`src/rtl/core/bitmap_id_allocator_unit_macros.svh`:
```
// Assertion macros shared by the id allocator RTL.
// Standalone header; it depends on nothing else.
`ifndef BITMAP_ID_ALLOCATOR_UNIT_MACROS_SVH
`define BITMAP_ID_ALLOCATOR_UNIT_MACROS_SVH

// Same-cycle implication, checked while reset is released.
`define BIA_ASSERT_IMP(label, clk, rst_n, ante, cons) \
	label: assert property (@(posedge clk) disable iff (!rst_n) (ante) |-> (cons)) \
		else $error("bitmap id allocator: assertion failed");

// Next-cycle implication, checked while reset is released.
`define BIA_ASSERT_NXT(label, clk, rst_n, ante, cons) \
	label: assert property (@(posedge clk) disable iff (!rst_n) (ante) |=> (cons)) \
		else $error("bitmap id allocator: assertion failed");

`endif

```
`src/rtl/core/bia_pkg.sv`:
```
// Shared constants, codes and word types of the bitmap id allocator.
// No dependencies; every RTL module imports this package.
package bia_pkg;

	// Pool geometry.
	localparam int NUM_IDS         = 1024;
	localparam int WORD_BITS       = 32;
	localparam int MAX_PER_REQUEST = 16;
	localparam int NUM_WORDS       = (NUM_IDS + WORD_BITS - 1) / WORD_BITS;
	localparam int WORD_IDX_W      = (NUM_WORDS > 1) ? $clog2(NUM_WORDS) : 1;
	localparam int BIT_IDX_W       = $clog2(WORD_BITS);
	localparam int ID_W            = WORD_IDX_W + BIT_IDX_W;
	localparam int CNT_W           = $clog2(MAX_PER_REQUEST + 1);
	localparam int FREE_W          = $clog2(NUM_IDS + 1);
	localparam int LAST_WORD       = NUM_WORDS - 1;
	localparam int TAIL_BITS       = NUM_WORDS * WORD_BITS - NUM_IDS;

	// Bits of the last word that lie past the pool always read as taken.
	localparam logic [WORD_BITS-1:0] WORD_ONES = '1;
	localparam logic [WORD_BITS-1:0] TAIL_MASK = ~(WORD_ONES >> TAIL_BITS);

	// Request kinds.
	localparam logic KIND_ALLOC = 1'b0;
	localparam logic KIND_FREE  = 1'b1;

	// Result status codes.
	localparam logic [1:0] STAT_OK    = 2'd0;
	localparam logic [1:0] STAT_SHORT = 2'd1;
	localparam logic [1:0] STAT_RANGE = 2'd2;
	localparam logic [1:0] STAT_FREE  = 2'd3;

	// Command codes from the front end to the back end.
	localparam logic [1:0] OP_REPORT = 2'd0;
	localparam logic [1:0] OP_ALLOC  = 2'd1;
	localparam logic [1:0] OP_FREE   = 2'd2;

	typedef struct packed {
		logic       kind;
		logic [4:0] alloc_count;
		logic [9:0] target_id;
	} bia_req_t;

	typedef struct packed {
		logic [9:0]  granted_id;
		logic [1:0]  status;
		logic        last;
		logic [10:0] free_left;
	} bia_rsp_t;

	typedef struct packed {
		logic [1:0]       op;
		logic [CNT_W-1:0] count;
		logic [ID_W-1:0]  id;
		logic [1:0]       status;
	} bia_cmd_t;

	typedef struct packed {
		logic     valid;
		bia_cmd_t cmd;
	} bia_cmd_chan_t;

endpackage

```
`src/rtl/core/bitmap_id_allocator_unit.sv`:
```
// Bitmap id allocator: a pool of NUM_IDS ids tracked by a bitmap of 32-bit words,
// with first-fit allocation of up to 16 ids per request and single-id release.
// A free request, and any request answered with a single error or empty result,
// is handled at dispatch in the back end. An allocate is dispatched, then the
// scanner reads one bitmap word and claims one id per cycle while the result
// queue has room, passing over fully taken words. Requests queue in a two-word
// command queue while a scan runs, and results leave through a two-word result
// queue; a full result queue stalls both dispatch and the scanner. The bitmap
// is cleared at reset, so every id is free and no warm-up pass is needed.
// Depends on bia_pkg, bia_front and bia_back.
module bitmap_id_allocator_unit (
	input  logic              clk,
	input  logic              arst_n,
	input  logic              push,
	output logic              full,
	input  bia_pkg::bia_req_t req,
	output logic              empty,
	input  logic              pop,
	output bia_pkg::bia_rsp_t rsp
);
	import bia_pkg::*;

	bia_cmd_chan_t cmd_chan;
	logic          cmd_ready;

	// Front end: classify and queue requests.
	bia_front u_front (
		.clk       (clk),
		.arst_n    (arst_n),
		.push      (push),
		.full      (full),
		.req       (req),
		.cmd_chan  (cmd_chan),
		.cmd_ready (cmd_ready)
	);

	// Back end: bitmap updates and result delivery.
	bia_back u_back (
		.clk       (clk),
		.arst_n    (arst_n),
		.cmd_chan  (cmd_chan),
		.cmd_ready (cmd_ready),
		.empty     (empty),
		.pop       (pop),
		.rsp       (rsp)
	);

endmodule

```
`src/rtl/core/bia_front.sv`:
```
// Front end of the id allocator: classifies requests and queues commands.
// Depends on bia_pkg.
module bia_front (
	input  logic                   clk,
	input  logic                   arst_n,
	input  logic                   push,
	output logic                   full,
	input  bia_pkg::bia_req_t      req,
	output bia_pkg::bia_cmd_chan_t cmd_chan,
	input  logic                   cmd_ready
);
	import bia_pkg::*;

	bia_cmd_t   cmd_new;
	bia_cmd_t   entries_q [2];
	logic       wr_ptr_q;
	logic       rd_ptr_q;
	logic [1:0] cnt_q;
	logic       push_fire;
	logic       pop_fire;

	// Classify the request; anything decided without the bitmap becomes a report.
	always_comb begin
		cmd_new = '0;
		if (req.kind == KIND_FREE) begin
			if (32'(req.target_id) >= NUM_IDS) begin
				cmd_new.op     = OP_REPORT;
				cmd_new.status = STAT_RANGE;
			end else begin
				cmd_new.op = OP_FREE;
				cmd_new.id = ID_W'(req.target_id);
			end
		end else begin
			if (req.alloc_count == 5'd0) begin
				cmd_new.op     = OP_REPORT;
				cmd_new.status = STAT_OK;
			end else begin
				cmd_new.op = OP_ALLOC;
				if (32'(req.alloc_count) > MAX_PER_REQUEST) begin
					cmd_new.count = CNT_W'(MAX_PER_REQUEST);
				end else begin
					cmd_new.count = CNT_W'(req.alloc_count);
				end
			end
		end
	end

	// Two-word command queue toward the back end.
	assign full      = (cnt_q == 2'd2);
	assign push_fire = push && !full;
	assign cmd_chan  = {(cnt_q != 2'd0), entries_q[rd_ptr_q]};
	assign pop_fire  = cmd_chan.valid && cmd_ready;

	always_ff @(posedge clk or negedge arst_n) begin
		if (!arst_n) begin
			wr_ptr_q <= 1'b0;
			rd_ptr_q <= 1'b0;
			cnt_q    <= 2'd0;
		end else begin
			if (push_fire) begin
				wr_ptr_q <= ~wr_ptr_q;
			end
			if (pop_fire) begin
				rd_ptr_q <= ~rd_ptr_q;
			end
			if (push_fire && !pop_fire) begin
				cnt_q <= cnt_q + 2'd1;
			end else if (pop_fire && !push_fire) begin
				cnt_q <= cnt_q - 2'd1;
			end
		end
	end

	// Queue storage needs no reset.
	always_ff @(posedge clk) begin
		if (push_fire) begin
			entries_q[wr_ptr_q] <= cmd_new;
		end
	end

endmodule

```
`src/rtl/core/bia_back.sv`:
```
// Back end of the id allocator: bitmap, free counter, scan sequencer and
// the result queue. Depends on bia_pkg and the assertion macro header.
`include "bitmap_id_allocator_unit_macros.svh"

module bia_back (
	input  logic                   clk,
	input  logic                   arst_n,
	input  bia_pkg::bia_cmd_chan_t cmd_chan,
	output logic                   cmd_ready,
	output logic                   empty,
	input  logic                   pop,
	output bia_pkg::bia_rsp_t      rsp
);
	import bia_pkg::*;

	localparam logic ST_IDLE = 1'b0;
	localparam logic ST_SCAN = 1'b1;

	logic                  state_q;
	logic                  state_d;
	logic [WORD_BITS-1:0]  bitmap_q [NUM_WORDS];
	logic [FREE_W-1:0]     free_count_q;
	logic [FREE_W-1:0]     free_count_d;
	logic [WORD_IDX_W-1:0] w_q;
	logic [WORD_IDX_W-1:0] w_d;
	logic [CNT_W-1:0]      want_q;
	logic [CNT_W-1:0]      want_d;
	logic [CNT_W-1:0]      got_q;
	logic [CNT_W-1:0]      got_d;

	logic [WORD_IDX_W-1:0] rd_idx;
	logic [WORD_BITS-1:0]  word;
	logic [WORD_BITS-1:0]  word_eff;
	logic                  zero_found;
	logic [BIT_IDX_W-1:0]  zero_bit;
	logic [BIT_IDX_W-1:0]  free_bit;
	logic [CNT_W-1:0]      got_inc;

	logic                  bm_we;
	logic [WORD_BITS-1:0]  bm_wdata;

	bia_rsp_t              res_data;
	logic                  res_push;
	bia_rsp_t              rq_q [2];
	logic                  rq_wr_q;
	logic                  rq_rd_q;
	logic [1:0]            rq_cnt_q;
	logic                  rq_full;
	logic                  rq_pop;

	assign rq_full   = (rq_cnt_q == 2'd2);
	assign cmd_ready = (state_q == ST_IDLE) && !rq_full;

	// Bitmap word read: the scan word, or the word that holds the id to free.
	assign rd_idx   = (state_q == ST_SCAN) ? w_q : cmd_chan.cmd.id[ID_W-1:BIT_IDX_W];
	assign word     = bitmap_q[rd_idx];
	assign word_eff = (32'(rd_idx) == LAST_WORD) ? (word | TAIL_MASK) : word;
	assign free_bit = cmd_chan.cmd.id[BIT_IDX_W-1:0];
	assign got_inc  = got_q + CNT_W'(1);

	// Lowest clear bit of the scan word.
	always_comb begin
		zero_found = 1'b0;
		zero_bit   = '0;
		for (int i = WORD_BITS - 1; i >= 0; i--) begin
			if (!word_eff[i]) begin
				zero_found = 1'b1;
				zero_bit   = BIT_IDX_W'(i);
			end
		end
	end

	// Sequencer: dispatch one command, or claim one id or skip one word.
	always_comb begin
		state_d      = state_q;
		free_count_d = free_count_q;
		w_d          = w_q;
		want_d       = want_q;
		got_d        = got_q;
		bm_we        = 1'b0;
		bm_wdata     = word;
		res_push     = 1'b0;
		res_data     = '0;
		case (state_q)
			ST_IDLE: begin
				if (cmd_chan.valid && !rq_full) begin
					case (cmd_chan.cmd.op)
						OP_FREE: begin
							res_push      = 1'b1;
							res_data.last = 1'b1;
							if (!word[free_bit]) begin
								res_data.status    = STAT_FREE;
								res_data.free_left = 11'(free_count_q);
							end else begin
								bm_we                = 1'b1;
								bm_wdata[free_bit]   = 1'b0;
								free_count_d         = free_count_q + FREE_W'(1);
								res_data.granted_id  = 10'(cmd_chan.cmd.id);
								res_data.status      = STAT_OK;
								res_data.free_left   = 11'(free_count_d);
							end
						end
						OP_ALLOC: begin
							if (32'(cmd_chan.cmd.count) > 32'(free_count_q)) begin
								res_push           = 1'b1;
								res_data.status    = STAT_SHORT;
								res_data.last      = 1'b1;
								res_data.free_left = 11'(free_count_q);
							end else begin
								state_d = ST_SCAN;
								w_d     = '0;
								want_d  = cmd_chan.cmd.count;
								got_d   = '0;
							end
						end
						default: begin
							res_push           = 1'b1;
							res_data.status    = cmd_chan.cmd.status;
							res_data.last      = 1'b1;
							res_data.free_left = 11'(free_count_q);
						end
					endcase
				end
			end
			ST_SCAN: begin
				if (!zero_found) begin
					w_d = w_q + WORD_IDX_W'(1);
				end else if (!rq_full) begin
					bm_we                = 1'b1;
					bm_wdata[zero_bit]   = 1'b1;
					free_count_d         = free_count_q - FREE_W'(1);
					got_d                = got_inc;
					res_push             = 1'b1;
					res_data.granted_id  = 10'({w_q, zero_bit});
					res_data.status      = STAT_OK;
					res_data.last        = (got_inc == want_q);
					res_data.free_left   = 11'(free_count_d);
					if (got_inc == want_q) begin
						state_d = ST_IDLE;
					end
				end
			end
			default: begin
				state_d = ST_IDLE;
			end
		endcase
	end

	// Sequencer registers, bitmap and free counter.
	always_ff @(posedge clk or negedge arst_n) begin
		if (!arst_n) begin
			state_q      <= ST_IDLE;
			free_count_q <= FREE_W'(NUM_IDS);
			w_q          <= '0;
			want_q       <= '0;
			got_q        <= '0;
			for (int i = 0; i < NUM_WORDS; i++) begin
				bitmap_q[i] <= '0;
			end
		end else begin
			state_q      <= state_d;
			free_count_q <= free_count_d;
			w_q          <= w_d;
			want_q       <= want_d;
			got_q        <= got_d;
			if (bm_we) begin
				bitmap_q[rd_idx] <= bm_wdata;
			end
		end
	end

	// Two-word result queue toward the output port.
	assign empty  = (rq_cnt_q == 2'd0);
	assign rsp    = rq_q[rq_rd_q];
	assign rq_pop = pop && !empty;

	always_ff @(posedge clk or negedge arst_n) begin
		if (!arst_n) begin
			rq_wr_q  <= 1'b0;
			rq_rd_q  <= 1'b0;
			rq_cnt_q <= 2'd0;
		end else begin
			if (res_push) begin
				rq_wr_q <= ~rq_wr_q;
			end
			if (rq_pop) begin
				rq_rd_q <= ~rq_rd_q;
			end
			if (res_push && !rq_pop) begin
				rq_cnt_q <= rq_cnt_q + 2'd1;
			end else if (rq_pop && !res_push) begin
				rq_cnt_q <= rq_cnt_q - 2'd1;
			end
		end
	end

	always_ff @(posedge clk) begin
		if (res_push) begin
			rq_q[rq_wr_q] <= res_data;
		end
	end

	// The counter never claims more free ids than the pool holds.
	`BIA_ASSERT_IMP(a_free_bound, clk, arst_n, 1'b1, 32'(free_count_q) <= NUM_IDS)
	// A running scan always has enough free ids left to finish.
	`BIA_ASSERT_IMP(a_scan_enough, clk, arst_n, state_q == ST_SCAN,
		(got_q < want_q) && (32'(want_q - got_q) <= 32'(free_count_q)))
	// The final id of a run returns the sequencer to idle.
	`BIA_ASSERT_NXT(a_scan_done, clk, arst_n,
		(state_q == ST_SCAN) && res_push && res_data.last, state_q == ST_IDLE)
	// The result queue is written only when it has room.
	`BIA_ASSERT_IMP(a_rq_room, clk, arst_n, res_push, !rq_full || rq_pop == 1'b0 && !rq_full)

endmodule
```
`config.mk`:
```
export PLATFORM = sky130hd
export DESIGN_NAME = bitmap_id_allocator_unit
export DESIGN_NICKNAME = d
export VERILOG_FILES = /design/src/rtl/core/bia_pkg.sv /design/src/rtl/core/bitmap_id_allocator_unit.sv /design/src/rtl/core/bia_front.sv /design/src/rtl/core/bia_back.sv
export VERILOG_INCLUDE_DIRS = /design/src /design/src/rtl/core
export SDC_FILE = /design/constraint.sdc
export NUM_CORES = 2
export LEC_CHECK = 0
export BUFFER_PORTS_ARGS = -buffer_cell sky130_fd_sc_hd__buf_4
export CAP_MARGIN = 20
export CORE_ASPECT_RATIO = 1.5
export CORE_MARGIN = 2
export CORE_UTILIZATION = 45
export CTS_CLUSTER_SIZE = 20
export DETAILED_ROUTE_END_ITERATION = 8
export PLACE_DENSITY = 0.6
export SLEW_MARGIN = 15
export SYNTH_ARGS = -nofsm -noshare
export SYNTH_HDL_FRONTEND = slang
export SYNTH_SLANG_ARGS = --single-unit
export TNS_END_PERCENT = 50
```
`constraint.sdc`:
```
create_clock -name clk -period 9.1 [get_ports clk]
set_clock_uncertainty 0.2 [all_clocks]
set_input_delay 0.91 -clock clk [delete_from_list [all_inputs] [get_ports clk]]
set_output_delay 0.91 -clock clk [all_outputs]
set_load 0.02 [all_outputs]
```
Word-level counts from Yosys, hierarchy flattened
Memory sizes are Yosys's and may differ from the RTL's. Index checks and enable logic that the tools add are counted.

Add/sub/neg operators: 8. Magnitude comparators: 8. Equal/unequal tests: 12. Muxes and demuxes: 137. Bitwise logic cells: 10. Reduce and logical (&&, ||, !) cells: 28.

Operator list (count): 1024-bit bitwise mux (1); 32-bit two-way mux (8); 5-bit two-way mux (42); 32-bit binary-select mux with 5-bit select (1); 32-bit demux with 5-bit select (1); 24-bit two-way mux (3); 32-bit one-hot mux with 2 select lines (1); 11-bit two-way mux (5); 1-bit two-way mux (54); 24-bit one-hot mux with 2 select lines (1); 32-bit bitwise AND (1); 32-bit NOT (1); 32-bit bitwise OR (1); 10-bit two-way mux (3); 14-bit one-hot mux with 2 select lines (1); 11-bit one-hot mux with 2 select lines (1); 5-bit one-hot mux with 2 select lines (2); 2-bit != test (second input constant) (7); 13-bit two-way mux (1); 1-bit logical AND (12); 5-bit by 6-bit < comparator with 1-bit output (second input constant) (2); 2-bit two-way mux (6); 4-bit AND reduction (3); 11-bit by 1-bit adder with 11-bit output (second input constant) (1); 22 further kinds (44).

Flip-flop bits (word level): 1059. Bits in writable memories: 82. Input bits: 20. Output and inout bits: 26. Word-level logic and storage cells: 248. Memories kept: 2.

Memory list: u_back.rq_q (words 2, width 24, read ports 1, clocked after memory_dff 0, wr ports 1, line bia_back.sv:44) `bia_rsp_t rq_q [2];`; u_front.entries_q (words 2, width 17, read ports 1, clocked after memory_dff 0, wr ports 1, line bia_front.sv:15) `bia_cmd_t entries_q [2];`.

Depth between registers and ports, before layout
An unclocked memory read counts as a cell.

Depth in word-level cells: 47. Depth in mapped cells: 22. Depth with buffers taken out: 15.

Cells and area by module
Synthesis repeated with hierarchy kept, for this count alone.

Cells, all modules: 4924. Area, all modules: 57116.0 um2.

Modules (own cells, without submodules): bia_back (times used 1, cells an instance 4829, area an instance 55504.5 um2, sequential area each 27843.0 um2); bia_front (times used 1, cells an instance 95, area an instance 1611.5 um2, sequential area each 1121.1 um2).

Worst setup path after synthesis
No wires, ideal clock.

Path type: register -> register. Start: reg u_front.rd_ptr_q. End: mem u_back.rq_q[1][0] (netlist name), enable pin. Library setup time: 407 ps. Arrival: 4602 ps. Data required time: 8493 ps. Setup slack: 3890 ps. Stages on the path, launching flop included: 18. Path buffers: 7. Clock period less this slack: 5210 ps. Path through: dfrtp_1 > buf_6 > buf_6 > mux2_4 > mux2i_4 > buf_4 > buf_2 > buf_2 > clkbuf_1 > o22ai_1 > a22oi_1 > nand4_1 > nand2_1 > nor3_1 > a31oi_1 > clkbuf_1 > a21oi_1 > nor2b_1.

Cells in the longest elaborated chain, start to end: 42. Elaborated cells on any way between the ends: 47. Classes of those cells: 1 x order compare; 1 x eq/ne; 43 x mux; 1 x bitwise; 1 x memory.

Ends and longest elaborated chain: start, declared (line bia_front.sv:17) `logic rd_ptr_q;`; start signal, assigned (line bia_front.sv:64) `rd_ptr_q <= ~rd_ptr_q;`; memory 2 x 17 bit (*); 5-bit two-way mux (line bia_back.sv:55) `assign rd_idx = (state_q == ST_SCAN) ? w_q : cmd_chan.cmd.id[ID_W-1:BIT_IDX_W];`; 5-bit NOT with 6-bit output (implied by the code) (line bia_back.sv:56) `assign word = bitmap_q[rd_idx];`; 32-bit binary-select mux with 5-bit select (line bia_back.sv:56); 32-bit two-way mux (implied by the code) (2 in a row) (line bia_back.sv:56); 1-bit two-way mux (32 in a row) (line bia_back.sv:66) `if (!word_eff[i]) begin`; 1-bit two-way mux (line bia_back.sv:126) `if (!zero_found) begin`; 1-bit one-hot mux with 2 select lines (*) (line bia_back.sv:84) `case (state_q)`; 1-bit two-way mux (*) (line bia_back.sv:198) `if (res_push) begin`; 1-bit two-way mux (implied by the code) (*) (line bia_back.sv:199) `rq_q[rq_wr_q] <= res_data;`; end, declared (line bia_back.sv:44).

Every way passes the cells marked *; elsewhere a longest branch is shown, timed or not. The select of a mux whose other input is x is not followed.

Final worst setup path
Start: reg u_front.rd_ptr_q. End: reg u_back.bitmap_q[342] (netlist name).

Cells in the longest elaborated chain, start to end: 47. Elaborated cells on any way between the ends: 103. Classes of those cells: 6 x order compare; 1 x eq/ne; 88 x mux; 4 x bitwise; 3 x reduce/logical; 1 x memory.

Ends and longest elaborated chain: memory 2 x 17 bit (*); 5-bit two-way mux (line bia_back.sv:55); 5-bit NOT with 6-bit output (implied by the code) (line bia_back.sv:56, bia_back.sv:167); 32-bit binary-select mux with 5-bit select (line bia_back.sv:56); 32-bit two-way mux (implied by the code) (2 in a row) (line bia_back.sv:56); 5-bit two-way mux (32 in a row) (line bia_back.sv:66); 5-bit by 6-bit < comparator with 1-bit output (implied by the code) or 5-bit by 1-bit greater-or-equal comparator with 1-bit output (tied branches) (line bia_back.sv:130) `bm_wdata[zero_bit] = 1'b1;`; 1-bit logical AND (implied by the code) (line bia_back.sv:130); 1-bit two-way mux (implied by the code) (line bia_back.sv:130); 1-bit demux with 5-bit select; 32-bit bitwise OR (no line); 32-bit two-way mux (line bia_back.sv:128) `end else if (!rq_full) begin`; 32-bit two-way mux (line bia_back.sv:126); 32-bit one-hot mux with 2 select lines (line bia_back.sv:84); 1024-bit bitwise mux (line bia_back.sv:167) `bitmap_q[rd_idx] <= bm_wdata;`; end signal, assigned by index (line bia_back.sv:167); end, declared (line bia_back.sv:21) `logic [WORD_BITS-1:0] bitmap_q [NUM_WORDS];`.

Marked as above. A chain may end at the register's enable or synchronous reset.

==> results.md <==
- Worst-path clk slew: 0.07 ns
- Mapped Nets: 5438
- First-pass iteration count of the detailed router: 6
- Setup slack, reg-to-reg: 1.37 ns
- CTS resizes: 0
- Post-synthesis async set-or-reset flop share: 0.928
- Yosys cell types: 71
- Worst VDD drop: 325 µV
- Crit Path Max Fanout: 33
- Detailed placement HPWL: 117000 µm
- Starting Density: 0.453
- Pwr per Cell Area: 391 nW/µm²
- Post-CTS setup repair buffer count: 0
- Max Freq: between 100 and 150 MHz
- First DRT Iteration DRCs: 3746
- Final Max Slew Viols: 0
- Clock Path Buffers: 3
- Synth top area share: 0.418
- Placer congestion estimate: roughly 0.96
- Crit path kind: flop to flop
- GRT Total Usage: 0.273
- Seq/Total Area, Yosys: 0.458
- Die width: 310 µm
- Clock Latency Late Sink: between 0.7 and 0.8 ns
- RR Endpoint: u_back.bitmap_q[342]$_DFFE_PN0P_
- Pin slew with the least headroom to its limit: 1.17 ns
- Slew margin rel.: 0.217
- Buffers on Ports: 45
- Residual DRC: 0
- Fin area: roughly 69000 µm²
- Die Area: approximately 140000 µm²
- Final-report hold violation count: 0
- Reg2reg path depth: 14
- CP endpoint kind: flop
- Layout cells sized above 1: 0.335
- Avg Cell Area, Syn: 11.7 µm²
- Nets: 5200
- Via count: around 44000
- Max-Cap Viols: 0
- DP Area: 64800 µm²
- Status: finished clean
- Final setup vio count: 0
- Area Growth Syn to Fin: 8.90%
- Die Y: about 460 µm
- Num CTS Buffers: about 110
- CP endpoint: u_back.bitmap_q[342]$_DFFE_PN0P_
- Number of nets with antenna violations after routing: 0
- Ys Warns: 0
- RSZ-0062 raised after global routing: no
- Fillers: approximately 12000
- Reg2reg start: u_front.rd_ptr_q$_DFFE_PN0P_
- Core area: around 140000 µm²
- Final WL: 198000 µm
- WL/cell: 27.7 µm
- Post-synth top area cell: dfrtp_1
- Vias in the first global route: 44000
- Post-synth EDFFs: 82
- Vias per cell: 6.17
- Ys flop type: dfrtp_1
- Pin count of the biggest net entering global routing: around 170
- Crit path launch: u_front.rd_ptr_q$_DFFE_PN0P_
- Most frequent cells in the layout: dfrtp_1 (1056), nand2_1 (849), mux2_4 (752)
- Critical Path RT: 9.51 ns
- # clock sinks: 1141
- Hold Crit Class: input pin to asynchronous set/reset pin
- Mapped Area: roughly 63000 µm²
- Register area: slightly below 30000 µm²
- Area occupied by multi-input gates: 31700 µm²
- Gate Count Post-Synth: about 5400
- First-pass GRT wire length: 297000 µm
- CP arrival: 8.14 ns
- Row count: 168
- Type of origin of the critical path: flop
- Tmin final: around 7.7 ns
- Setup TNS: 0 ns
- Root Buffer Master: clkbuf_16
- H-tree levels: 3
- Total grt overflow: 0
- Crit share post-route: 0.849
- Hold_buf cts: 0
- Overall Power: 27000 µW
- Seq cells post-synth: about 1100
- CTS tree: done
- Ports: 46
- Synth top area cells: dfrtp_1 (42%), mux2_4 (18%), mux2_2 (9.4%)
- Initial antenna violation count: 2
- Commonest non-fill, non-tap cell in the layout: dfrtp_1
- Leakage: ~0.03 µW
==> power by group <==
part | switching (µW) | total (µW) | internal [µW]
Combinational | 8820 | 13900 | 5080
Sequential | 1140 | 7940 | 6800
Clock | 2140 | 5130 | 2990
Total | 12100 | 27000 | 14900
==> routing by layer <==
layer	GRT usage	wire, µm	vias to the layer above
met1	0.356	82100	23100
met2	0.450	95800	1479
met4	0.129	9760	0
met5	0	0	-
met3	0.0345	9980	432
li1	-	-	19000
==> worst min path at each step <==
stage	start	endpoint	slack, ns
after floorplan	u_back.bitmap_q[187]$_DFFE_PN0P_	u_back.bitmap_q[187]$_DFFE_PN0P_	0.26
after global placement	u_back.bitmap_q[41]$_DFFE_PN0P_	u_back.bitmap_q[41]$_DFFE_PN0P_	0.27
after detailed placement	u_back.bitmap_q[188]$_DFFE_PN0P_	u_back.bitmap_q[188]$_DFFE_PN0P_	0.27
after CTS	arst_n	u_back.bitmap_q[973]$_DFFE_PN0P_	0.001
after global routing	arst_n	u_back.bitmap_q[699]$_DFFE_PN0P_	0.05
final	arst_n	u_back.bitmap_q[813]$_DFFE_PN0P_	0.005
==> per-stage QoR <==
step           hold slack [ns]  cells   util  setup slack [ns]
2_1_floorplan            0.258   5405      -              3.89
5_1_grt                 0.0517   7134  0.493              1.23
3_5_place_dp             0.275   6922  0.464              1.57
4_1_cts                0.00124   7129  0.492              1.55
3_3_place_gp             0.269   6922  0.464              1.69
6_report               0.00460   7135  0.493              1.37
==> layout make-up <==
class                   instances  area share
inverters                      21     0.00125
diodes                          2   0.0000726
repair buffers                185      0.0273
clock inverters                66      0.0131
well taps                    1870      0.0339
clock buffers                 141      0.0447
flip-flops and latches       1141       0.420
multi-input cells            3709       0.459
==> worst max-delay path, stage by stage (launching register included) <==
cell and delay (ns):
dfrtp_1 0.87, mux2_2 0.43, mux2i_2 0.45, nor2b_1 0.30, and2_2 0.69, buf_4 0.40
a22oi_1 0.17, nand4_1 0.43, o22ai_1 0.19, o211ai_1 0.20, o41ai_1 0.10, or4_2 0.64
o21ai_4 0.84, nand3_4 0.98, mux2_2 0.61
==> synth_stat cells, types with 4 or more instances <==
cell and n:
xnor2_1 20, o32ai_1 7, nor3_1 21, nor2b_1 20, a32oi_1 121, buf_1 35
a21oi_1 159, mux2_4 752, o211ai_1 11, mux2i_1 139, edfxtp_1 82, and4_1 14
mux2_1 26, dfrtp_1 1058, o21ai_1 9, a22oi_1 131, or2_2 9, or3_1 4
a22o_1 10, mux2_2 530, xor2_1 10, inv_1 19, nand3_1 18, o31ai_1 28
buf_2 165, nand2_1 849, nor2_1 55, ha_1 13, and2_1 22, nand4_1 44
and3_1 140, and4_4 12, a311oi_1 13, clkbuf_1 219, buf_6 95, nor4_1 5
nand2b_1 13, buf_4 20, a211oi_1 18, o21ai_0 286, o41ai_1 7, o22ai_1 147
==> registers in the layout, indices dropped and copies added, names as in the netlist <==
name,cells
u_back.got_q,5
u_back.free_count_q,11
u_back.w_q,5
u_back.rq_cnt_q,2
u_front.wr_ptr_q,1
u_back.rq_rd_q,1
u_back.rq_q,48
u_back.want_q,5
u_back.rq_wr_q,1
u_front.rd_ptr_q,1
u_front.cnt_q,2
u_back.bitmap_q,1024
u_front.entries_q,34
u_back.state_q,1
==> cell families after synthesis <==
family / Yosys count / share of synthesized area
muxes: 1450 / 0.300
and+or+nand+nor: 1237 / 0.0879
DFF: 1141 / 0.458
AOI/OAI and AO/OA: 979 / 0.0990
buffers and inverters: 555 / 0.0486
xor gates and xnor gates: 30 / 0.00415
adders and majority gates: 13 / 0.00257
No activity file was read; power rests on OpenSTA's default activity.
